## config.mk

```make
export PLATFORM = sky130hd
export DESIGN_NAME = multichannel_integral_force_controller
export DESIGN_NICKNAME = d
export VERILOG_FILES = /design/src/mifc_pkg.sv /design/src/mifc_ctrl.sv /design/src/mifc_datapath.sv /design/src/multichannel_integral_force_controller.sv
export SDC_FILE = /design/constraint.sdc
export NUM_CORES = 2
export LEC_CHECK = 0
export BUFFER_PORTS_ARGS = -buffer_cell sky130_fd_sc_hd__buf_2
export CORE_ASPECT_RATIO = 1.75
export CORE_UTILIZATION = 58
export DETAILED_ROUTE_END_ITERATION = 8
export PLACE_DENSITY = 0.78
export SYNTH_ARGS = -nofsm -noshare
export SYNTH_HDL_FRONTEND = slang
export SYNTH_HIERARCHICAL = 1
export SYNTH_SLANG_ARGS = --single-unit
```

## constraint.sdc

```tcl
create_clock -name clk -period 8 [get_ports clk]
set_input_delay 0.8 -clock clk [delete_from_list [all_inputs] [get_ports clk]]
set_output_delay 0.8 -clock clk [all_outputs]
set_load 0.01 [all_outputs]
```

## src/mifc_pkg.sv

```systemverilog
`timescale 1ns / 1ps
// Shared definitions for the multichannel integral force controller:
// default sizes, reset values, action and register codes, and the
// command and status structures between controller and datapath.
package mifc_pkg;

  localparam int CHANNELS_DEF      = 7;
  localparam int ACC_WIDTH_DEF     = 56;
  localparam int PRODUCT_SHIFT_DEF = 24;

  // Shared multiplier: 33-bit signed by 17-bit signed.
  localparam int MUL_A_W = 33;
  localparam int MUL_B_W = 17;
  localparam int MUL_P_W = MUL_A_W + MUL_B_W;

  localparam logic [15:0]        GAIN_RST      = 16'd768;
  localparam logic signed [15:0] CMD_MIN_RST   = -16'sd32768;
  localparam logic signed [15:0] CMD_MAX_RST   = 16'sd32767;
  localparam logic signed [31:0] REFERENCE_RST = 32'sd1280;
  localparam logic signed [15:0] SCALE_RST     = 16'sd256;

  typedef enum logic [1:0] {
    ACT_CONTROL    = 2'd0,
    ACT_CALIBRATE  = 2'd1,
    ACT_CLEAR      = 2'd2,
    ACT_LOAD_SCALE = 2'd3
  } action_t;

  typedef enum logic [1:0] {
    REG_GAIN    = 2'd0,
    REG_CMD_MIN = 2'd1,
    REG_CMD_MAX = 2'd2
  } reg_index_t;

  typedef enum logic [1:0] {
    MS_FORCE  = 2'd0,
    MS_DELTA  = 2'd1,
    MS_ACC_HI = 2'd2,
    MS_ACC_LO = 2'd3
  } mul_sel_t;

  typedef struct packed {
    logic     load_in;
    logic     mul_en;
    mul_sel_t mul_sel;
    logic     aux_en;
    logic     force_en;
    logic     err_en;
    logic     acc_en;
    logic     hi_save;
    logic     cmd_en;
    logic     out_load;
  } mifc_cmd_t;

  typedef struct packed {
    action_t action;
    logic    ch_ok;
    logic    out_busy;
  } mifc_status_t;

endpackage

```

## src/mifc_ctrl.sv

```systemverilog
`timescale 1ns / 1ps
// Sequencing state machine of the integral force controller.
// Depends on mifc_pkg for the command and status structures.
module mifc_ctrl (
  input  logic                  clk,
  input  logic                  rst,
  input  logic                  in_valid,
  output logic                  in_ready,
  input  mifc_pkg::mifc_status_t status,
  output mifc_pkg::mifc_cmd_t    cmd
);
  import mifc_pkg::*;

  typedef enum logic [9:0] {
    S_IDLE   = 10'b00_0000_0001,
    S_MUL_F  = 10'b00_0000_0010,
    S_FORCE  = 10'b00_0000_0100,
    S_ERR    = 10'b00_0000_1000,
    S_MUL_D  = 10'b00_0001_0000,
    S_ACC    = 10'b00_0010_0000,
    S_MUL_HI = 10'b00_0100_0000,
    S_MUL_LO = 10'b00_1000_0000,
    S_CMD    = 10'b01_0000_0000,
    S_CLAMP  = 10'b10_0000_0000
  } state_t;

  state_t state, state_next;

  always_ff @(posedge clk) begin
    if (rst) begin
      state <= S_IDLE;
    end else begin
      state <= state_next;
    end
  end

  always_comb begin
    state_next = state;
    cmd        = '0;
    cmd.mul_sel = MS_FORCE;
    in_ready   = 1'b0;
    case (state)
      S_IDLE: begin
        in_ready = 1'b1;
        if (in_valid) begin
          cmd.load_in = 1'b1;
          state_next  = S_MUL_F;
        end
      end
      S_MUL_F: begin
        cmd.mul_en  = 1'b1;
        cmd.mul_sel = MS_FORCE;
        state_next  = S_FORCE;
      end
      S_FORCE: begin
        // Only an in-range control sample carries on to the integrator.
        if (status.action == ACT_CONTROL && status.ch_ok) begin
          cmd.force_en = 1'b1;
          state_next   = S_ERR;
        end else begin
          cmd.aux_en = 1'b1;
          state_next = S_IDLE;
        end
      end
      S_ERR: begin
        cmd.err_en = 1'b1;
        state_next = S_MUL_D;
      end
      S_MUL_D: begin
        cmd.mul_en  = 1'b1;
        cmd.mul_sel = MS_DELTA;
        state_next  = S_ACC;
      end
      S_ACC: begin
        cmd.acc_en = 1'b1;
        state_next = S_MUL_HI;
      end
      S_MUL_HI: begin
        cmd.mul_en  = 1'b1;
        cmd.mul_sel = MS_ACC_HI;
        state_next  = S_MUL_LO;
      end
      S_MUL_LO: begin
        cmd.mul_en  = 1'b1;
        cmd.mul_sel = MS_ACC_LO;
        cmd.hi_save = 1'b1;
        state_next  = S_CMD;
      end
      S_CMD: begin
        cmd.cmd_en = 1'b1;
        state_next = S_CLAMP;
      end
      S_CLAMP: begin
        // Hold here while the previous result has not yet been taken.
        if (!status.out_busy) begin
          cmd.out_load = 1'b1;
          state_next   = S_IDLE;
        end
      end
      default: begin
        state_next = S_IDLE;
      end
    endcase
  end

endmodule

```

## src/mifc_datapath.sv

```systemverilog
`timescale 1ns / 1ps
// Datapath of the integral force controller: per-channel state, the shared
// multiplier, saturation and clamping, configuration and output registers.
// Depends on mifc_pkg; driven by mifc_ctrl through mifc_cmd_t.
module mifc_datapath #(
  parameter int CHANNELS      = mifc_pkg::CHANNELS_DEF,
  parameter int ACC_WIDTH     = mifc_pkg::ACC_WIDTH_DEF,
  parameter int PRODUCT_SHIFT = mifc_pkg::PRODUCT_SHIFT_DEF
) (
  input  logic                   clk,
  input  logic                   rst,
  input  mifc_pkg::mifc_cmd_t     cmd,
  output mifc_pkg::mifc_status_t  status,
  input  logic                   cfg_we,
  input  logic [1:0]             cfg_index,
  input  logic [15:0]            cfg_data,
  input  logic [1:0]             action,
  input  logic [2:0]             channel,
  input  logic signed [15:0]     raw_sample,
  input  logic [15:0]            elapsed_ticks,
  input  logic                   reference_valid,
  input  logic signed [31:0]     reference_value,
  input  logic signed [15:0]     scale_value,
  output logic                   out_valid,
  input  logic                   out_ready,
  output logic [2:0]             out_channel,
  output logic signed [31:0]     measured_force,
  output logic signed [31:0]     force_error,
  output logic signed [15:0]     motor_command,
  output logic                   command_clamped,
  output logic                   integrator_saturated
);
  import mifc_pkg::*;

  localparam int CH_IDX_W = (CHANNELS > 1) ? $clog2(CHANNELS) : 1;
  localparam int SUM_W    = ACC_WIDTH + 10;
  localparam int FULL_W   = ACC_WIDTH + MUL_B_W;
  localparam logic signed [SUM_W-1:0] ACC_MAX =
    {{(SUM_W - ACC_WIDTH + 1){1'b0}}, {(ACC_WIDTH - 1){1'b1}}};
  localparam logic signed [SUM_W-1:0] ACC_MIN =
    {{(SUM_W - ACC_WIDTH + 1){1'b1}}, {(ACC_WIDTH - 1){1'b0}}};
  localparam logic signed [33:0] S32_MAX = 34'sh0_7FFF_FFFF;
  localparam logic signed [33:0] S32_MIN = -34'sh0_8000_0000;

  function automatic logic signed [31:0] sat32(input logic signed [33:0] v);
    logic signed [31:0] r;
    if (v > S32_MAX) begin
      r = 32'sh7FFF_FFFF;
    end else if (v < S32_MIN) begin
      r = 32'sh8000_0000;
    end else begin
      r = v[31:0];
    end
    return r;
  endfunction

  // Configuration registers.
  logic [15:0]        gain;
  logic signed [15:0] cmd_min;
  logic signed [15:0] cmd_max;

  // Per-channel state.
  logic signed [ACC_WIDTH-1:0] integ    [CHANNELS];
  logic signed [31:0]          f_ref    [CHANNELS];
  logic signed [31:0]          f_offset [CHANNELS];
  logic signed [15:0]          ch_scale [CHANNELS];

  // Captured transaction.
  action_t            act_r;
  logic [2:0]         ch_r;
  logic signed [15:0] raw_r;
  logic [15:0]        ticks_r;
  logic               ref_valid_r;
  logic signed [31:0] ref_value_r;
  logic signed [15:0] scale_value_r;

  // Working registers.
  logic signed [MUL_P_W-1:0]   prod;
  logic signed [MUL_P_W-1:0]   prod_hi;
  logic signed [31:0]          force_r;
  logic signed [31:0]          err_r;
  logic signed [ACC_WIDTH-1:0] acc_r;
  logic                        isat_r;
  logic signed [FULL_W-1:0]    shifted_r;

  logic [CH_IDX_W-1:0]         ch_idx;
  logic                        ch_ok;
  logic signed [MUL_A_W-1:0]   mul_a;
  logic signed [MUL_B_W-1:0]   mul_b;
  logic signed [33:0]          force_diff;
  logic signed [33:0]          err_diff;
  logic signed [SUM_W-1:0]     acc_sum;
  logic signed [ACC_WIDTH-1:0] acc_new;
  logic                        acc_sat;
  logic signed [FULL_W-1:0]    full_prod;
  logic signed [FULL_W-1:0]    lim_max;
  logic signed [FULL_W-1:0]    lim_min;
  logic signed [15:0]          cmd_val;
  logic                        cmd_clamp;

  assign ch_idx = CH_IDX_W'(ch_r);
  assign ch_ok  = (32'(ch_r) < CHANNELS);

  assign status.action   = act_r;
  assign status.ch_ok    = ch_ok;
  assign status.out_busy = out_valid && !out_ready;

  always_ff @(posedge clk) begin
    if (rst) begin
      gain    <= GAIN_RST;
      cmd_min <= CMD_MIN_RST;
      cmd_max <= CMD_MAX_RST;
    end else if (cfg_we) begin
      case (cfg_index)
        REG_GAIN:    gain    <= cfg_data;
        REG_CMD_MIN: cmd_min <= cfg_data;
        REG_CMD_MAX: cmd_max <= cfg_data;
        default: ;
      endcase
    end
  end

  always_ff @(posedge clk) begin
    if (cmd.load_in) begin
      act_r         <= action_t'(action);
      ch_r          <= channel;
      raw_r         <= raw_sample;
      ticks_r       <= elapsed_ticks;
      ref_valid_r   <= reference_valid;
      ref_value_r   <= reference_value;
      scale_value_r <= scale_value;
    end
  end

  // Shared multiplier operand selection.
  always_comb begin
    case (cmd.mul_sel)
      MS_FORCE: begin
        mul_a = MUL_A_W'(raw_r);
        mul_b = MUL_B_W'(ch_scale[ch_idx]);
      end
      MS_DELTA: begin
        mul_a = MUL_A_W'(err_r);
        mul_b = {1'b0, ticks_r};
      end
      MS_ACC_HI: begin
        mul_a = MUL_A_W'($signed(acc_r[ACC_WIDTH-1:32]));
        mul_b = {1'b0, gain};
      end
      MS_ACC_LO: begin
        mul_a = {1'b0, acc_r[31:0]};
        mul_b = {1'b0, gain};
      end
      default: begin
        mul_a = '0;
        mul_b = '0;
      end
    endcase
  end

  assign force_diff = 34'(prod) - 34'(f_offset[ch_idx]);
  assign err_diff   = 34'(f_ref[ch_idx]) - 34'(force_r);

  // Saturating integrator update, evaluated wide enough to hold any sum.
  always_comb begin
    acc_sum = SUM_W'(integ[ch_idx]) + SUM_W'(prod);
    acc_sat = 1'b0;
    if (acc_sum > ACC_MAX) begin
      acc_new = ACC_MAX[ACC_WIDTH-1:0];
      acc_sat = 1'b1;
    end else if (acc_sum < ACC_MIN) begin
      acc_new = ACC_MIN[ACC_WIDTH-1:0];
      acc_sat = 1'b1;
    end else begin
      acc_new = acc_sum[ACC_WIDTH-1:0];
    end
  end

  assign full_prod = (FULL_W'(prod_hi) <<< 32) + FULL_W'(prod);

  // The upper limit is applied first, so inverted limits yield command_min.
  always_comb begin
    lim_max   = FULL_W'(cmd_max);
    lim_min   = FULL_W'(cmd_min);
    cmd_clamp = 1'b0;
    if (shifted_r > lim_max) begin
      cmd_val   = cmd_max;
      cmd_clamp = 1'b1;
    end else begin
      cmd_val = shifted_r[15:0];
    end
    if (shifted_r > lim_max ? (cmd_max < cmd_min) : (shifted_r < lim_min)) begin
      cmd_val   = cmd_min;
      cmd_clamp = 1'b1;
    end
  end

  always_ff @(posedge clk) begin
    if (cmd.mul_en) begin
      prod <= mul_a * mul_b;
    end
    if (cmd.hi_save) begin
      prod_hi <= prod;
    end
    if (cmd.force_en) begin
      force_r <= sat32(force_diff);
    end
    if (cmd.err_en) begin
      err_r <= sat32(err_diff);
    end
    if (cmd.acc_en) begin
      acc_r  <= acc_new;
      isat_r <= acc_sat;
    end
    if (cmd.cmd_en) begin
      shifted_r <= full_prod >>> PRODUCT_SHIFT;
    end
  end

  always_ff @(posedge clk) begin
    if (rst) begin
      for (int i = 0; i < CHANNELS; i++) begin
        integ[i]    <= '0;
        f_ref[i]    <= REFERENCE_RST;
        f_offset[i] <= '0;
        ch_scale[i] <= SCALE_RST;
      end
    end else begin
      if (cmd.aux_en) begin
        if (act_r == ACT_CLEAR) begin
          for (int i = 0; i < CHANNELS; i++) begin
            integ[i] <= '0;
          end
        end else if (act_r == ACT_CALIBRATE && ch_ok) begin
          f_offset[ch_idx] <= prod[31:0];
        end else if (act_r == ACT_LOAD_SCALE && ch_ok) begin
          ch_scale[ch_idx] <= scale_value_r;
        end
      end
      if (cmd.force_en && ref_valid_r) begin
        f_ref[ch_idx] <= ref_value_r;
      end
      if (cmd.acc_en) begin
        integ[ch_idx] <= acc_new;
      end
    end
  end

  always_ff @(posedge clk) begin
    if (rst) begin
      out_valid <= 1'b0;
    end else if (cmd.out_load) begin
      out_valid <= 1'b1;
    end else if (out_ready) begin
      out_valid <= 1'b0;
    end
  end

  always_ff @(posedge clk) begin
    if (cmd.out_load) begin
      out_channel          <= ch_r;
      measured_force       <= force_r;
      force_error          <= err_r;
      motor_command        <= cmd_val;
      command_clamped      <= cmd_clamp;
      integrator_saturated <= isat_r;
    end
  end

endmodule

```

## src/multichannel_integral_force_controller.sv

```systemverilog
`timescale 1ns / 1ps
// Top level of the multichannel integral force controller.
// Instantiates mifc_ctrl and mifc_datapath; depends on mifc_pkg.
//
//   Channel   Signals                                   Direction
//   input     in_valid / in_ready, action .. scale_value  into block
//   output    out_valid / out_ready, out_channel ..       out of block
//   config    cfg_we, cfg_index, cfg_data                 into block
//
// A control sample steps through MUL_F, FORCE, ERR, MUL_D, ACC, MUL_HI,
// MUL_LO, CMD and CLAMP before its result is offered; the next transaction is
// taken only once the sequencer is back in IDLE. Calibrate, clear, load scale
// and out-of-range channels end after FORCE and give no result. The steps are
// set by the single shared 33 x 17 multiplier, used four times per control
// sample, and by at most one saturating add or compare per state.
// Reset is synchronous and restores the configuration registers, the output
// valid flag and every channel's state. A result waiting at the output does not
// block the next transaction; only a second result finding the output register still full holds the sequencer.
module multichannel_integral_force_controller #(
  parameter int CHANNELS      = mifc_pkg::CHANNELS_DEF,
  parameter int ACC_WIDTH     = mifc_pkg::ACC_WIDTH_DEF,
  parameter int PRODUCT_SHIFT = mifc_pkg::PRODUCT_SHIFT_DEF
) (
  input  logic               clk,
  input  logic               rst,
  input  logic               cfg_we,
  input  logic [1:0]         cfg_index,
  input  logic [15:0]        cfg_data,
  input  logic               in_valid,
  output logic               in_ready,
  input  logic [1:0]         action,
  input  logic [2:0]         channel,
  input  logic signed [15:0] raw_sample,
  input  logic [15:0]        elapsed_ticks,
  input  logic               reference_valid,
  input  logic signed [31:0] reference_value,
  input  logic signed [15:0] scale_value,
  output logic               out_valid,
  input  logic               out_ready,
  output logic [2:0]         out_channel,
  output logic signed [31:0] measured_force,
  output logic signed [31:0] force_error,
  output logic signed [15:0] motor_command,
  output logic               command_clamped,
  output logic               integrator_saturated
);
  import mifc_pkg::*;

  mifc_cmd_t    cmd;
  mifc_status_t status;

  mifc_ctrl u_ctrl (
    .clk      (clk),
    .rst      (rst),
    .in_valid (in_valid),
    .in_ready (in_ready),
    .status   (status),
    .cmd      (cmd)
  );

  mifc_datapath #(
    .CHANNELS      (CHANNELS),
    .ACC_WIDTH     (ACC_WIDTH),
    .PRODUCT_SHIFT (PRODUCT_SHIFT)
  ) u_datapath (
    .clk                  (clk),
    .rst                  (rst),
    .cmd                  (cmd),
    .status               (status),
    .cfg_we               (cfg_we),
    .cfg_index            (cfg_index),
    .cfg_data             (cfg_data),
    .action               (action),
    .channel              (channel),
    .raw_sample           (raw_sample),
    .elapsed_ticks        (elapsed_ticks),
    .reference_valid      (reference_valid),
    .reference_value      (reference_value),
    .scale_value          (scale_value),
    .out_valid            (out_valid),
    .out_ready            (out_ready),
    .out_channel          (out_channel),
    .measured_force       (measured_force),
    .force_error          (force_error),
    .motor_command        (motor_command),
    .command_clamped      (command_clamped),
    .integrator_saturated (integrator_saturated)
  );

endmodule
```

==> reports/results.ini <==
[worst_setup_path]
worstRegToRegCells = 34
cp_max_fo = 6
cp-end-kind = register
cpMaxStageDelayCell = fa_1
startpoint_type = register
worstSetupPathType = reg2reg
cpLargestDelayFamily = adder cells
ff2ff_setup_slack_ps = -360
worstPathArrival_ps = 8880
critPathRequiredTime_ps = 8510
slowest_delay_ps = 580
crit_top_cell = fa_1
path_buf_inv = 12
worstReg2RegEnd = u_datapath/prod[49]$_DFFE_PP_

[sta]
setup_ws_ps = -363
period_share_pct = 105
max_slew_margin_pct = 14.1
maxSlewViolCount = 0
fin_crit_ps = 8360
fin_skew_ps = 93.8
tightestPinTransition_ps = 1290
setup-violations-final = 14
fmax_mhz = 120
finalHoldViolCount = 0
rsz0062_at_grt = yes
fin_setup_tns_ps = -2640

[layout]
multi_input_area_um2 = 46300
final-seq-area_um2 = 46100
fillCellCount = 11700
syn_to_final_growth_pct = 16.4
drive_above_1_share_pct = 21.9
finish.utilization_pct = 68.0
layout_common_cells = 1440 x edfxtp_1, 770 x nand2_1, 736 x inv_1, 568 x buf_4, 554 x nor2_1
final_nets = 9675
final_common_cell = edfxtp_1

[clocking]
clock-sinks = 1582
clockBufferDepth = 4
cts-htree-levels = 4
cts_inserted_buffers = 155
path_clk_slew_ps = 70
tritoncts = done
clkLatencyLatePin_ps = 850
root_buffer = clkbuf_16

[min_path]
holdPathStages = 1
holdCritPathClass = in2reg
holdPathEnd = u_datapath/raw_r[10]$_DFFE_PP_
min_from = raw_sample[10]

[route]
wirelength_mm = 317
drc = 0
first_iter_violations = 7007
num_vias = 68800
firstDrtPassIters = 5
wl_per_cell_um = 29.0
ant_nets = 0
routed_via_density = 6.29

[global_route]
overflow = 0
grt_max_degree = 109
grt_pass1_vias = 71700
grt_usage_pct = 38.4
grt_antenna_before_repair = 20
grt_pass1_wl_mm = 458

[floorplanning]
die_area_um2 = 166000
fp-row-count = 196
ios = 196
start_util_pct = 58.4
die_y_um = 538
core_um2 = 163000
die_w_um = 308

[synthesis]
async_flop_share_pct = 0
synth_area_um2 = 95100
ys_seq_area_share_pct = 48.4
synth_simple_gate_area_share_pct = 10.2
synth_ff_type = edfxtp_1
ys_types = 101
syn_inst = 7934
synth_fa_ha_area_share_pct = 16.6
synth_top_family_by_area = adder cells
muxShareOfSynthArea_pct = 8.59
syn_area_per_cell_um2 = 12.0
synth_compound_area_share_pct = 9.44
ys_warn_count = 6
synthXorXnorAreaFrac_pct = 1.80
synth-edff-count = 1440
yosys_register_bits = 1582

[place]
gp_congestion = 1.07
hpwl_mm = 227
dp_slack_ps = -988
portBuffers = 195

[flow_run]
drv_cap = 0

[outcome]
status = complete, but fails checks
failed_checks = setup timing

[logic make-up after synthesis]
group | Yosys count
AOI/OAI and AO/OA | 1466
xor gates and xnor gates | 196
adders and majority gates | 941
buffers and inverters | 1194
DFF | 1582
muxes | 456
other | 1
and+or+nand+nor | 2098
[state kept, by name (all words and copies together) (netlist names), 41 cells and up, named ones only]
| signal | count |
|---|---|
| u_datapath/prod | 50 |
| u_datapath/ch_scale | 128 |
| u_datapath/shifted_r | 49 |
| u_datapath/f_offset | 256 |
| u_datapath/f_ref | 256 |
| u_datapath/integ | 448 |
| u_datapath/acc_r | 56 |
| u_datapath/prod_hi | 41 |
[routing by layer]
layer / track usage [%] / routed length [um] / vias to the layer above
li1: - / - / 29300
met1: 41.5 / 99800 / 34200
met2: 64.5 / 154000 / 4083
met3: 8.15 / 30600 / 1132
met4: 32.2 / 32100 / 12
met5: 0 / 84 / -
[worst max path at each step]
stage / to / cells past startpoint / startpoint / slack, ps
after global routing: u_datapath/prod[49]$_DFFE_PP_ / 34 / u_ctrl/state[2]$_SDFFE_PP0P_ / -490
after global placement: u_datapath/prod[49]$_DFFE_PP_ / 28 / register / -1010
after floorplan: u_datapath/prod[49]$_DFFE_PP_ / 30 / u_ctrl/state[3]$_SDFFE_PP0P_ / -150
after detailed placement: u_datapath/prod[48]$_DFFE_PP_ / 29 / register / -990
final: u_datapath/prod[49]$_DFFE_PP_ / 34 / register / -360
after CTS: u_datapath/prod[49]$_DFFE_PP_ / 31 / u_ctrl/state[1]$_SDFFE_PP0P_ / -220
[cells in the mapped netlist, types with 14 or more instances]
library cell / number / share of area [%]
a211o_1: 21 / 0.19
clkbuf_2: 37 / 0.19
nand4_1: 55 / 0.36
ha_1: 389 / 5.1
buf_6: 16 / 0.19
edfxtp_1: 1440 / 45
and2_1: 279 / 1.8
o21ai_0: 487 / 2.6
fa_1: 541 / 11
nor4_1: 14 / 0.092
and3_1: 27 / 0.18
buf_1: 53 / 0.21
a21oi_1: 372 / 2.0
a21o_1: 191 / 1.5
o21a_1: 55 / 0.43
dfxtp_1: 142 / 3.0
inv_1: 764 / 3.0
nand3_1: 70 / 0.37
mux2i_1: 65 / 0.68
or3_1: 21 / 0.14
a31oi_1: 27 / 0.18
a31o_2: 14 / 0.13
nor3_1: 62 / 0.33
o21bai_1: 39 / 0.31
nor2b_1: 71 / 0.47
o211ai_1: 22 / 0.17
a211oi_1: 38 / 0.30
mux2_2: 114 / 1.3
o21ai_1: 66 / 0.35
buf_2: 30 / 0.16
xor2_1: 64 / 0.59
o221a_2: 16 / 0.19
nand2b_1: 41 / 0.27
nor2_1: 589 / 2.3
or2_2: 26 / 0.17
nand2_1: 789 / 3.1
clkbuf_1: 291 / 1.1
xnor2_1: 132 / 1.2
mux4_2: 277 / 6.6
[final cells by class]
cell class                 instances  share of cell area [%]
inverter                         765                    2.60
antenna                            6                  0.0136
clock inverter                    81                   0.696
sequential                      1582                    41.6
timing repair buffer             926                    7.12
multi-input combinational       5206                    41.8
clock buffer                     189                    3.68
tap                             2178                    2.46
[through the flow]
stage          instances  hold WS [ps]  area, um2
3_5_place_dp       10500           411     103000
2_1_floorplan       7981           400      95400
3_3_place_gp       10500           408     103000
6_report           10900           133     111000
5_1_grt            10900           102     111000
4_1_cts            10900          94.6     110000
[repair_timing]
item / in CTS / in global routing
hold buffers: 0 / 0
cloned: 7 / 0
pin swaps: 147 / 89
setup buffers: 73 / 46
endpoints found under the setup margin: 26 / 27
resized for setup: 283 / 153
[worst register-to-register path: cells and delay by family, from the launching register on]
| family | cells | cell delay (ps) |
|---|---|---|
| AO/OA/AOI/OAI | 11 | 2190 |
| XOR/XNOR | 1 | 130 |
| adder cells (fa/ha/maj) | 7 | 3190 |
| buffers and inverters | 12 | 1320 |
| flip-flops | 1 | 410 |
| multiplexers | 1 | 540 |
| AND/OR/NAND/NOR | 2 | 300 |
Power is left out: the tool's default activity adds up to more than one toggle a clock period on the data nets, which glitch-free logic cannot reach.
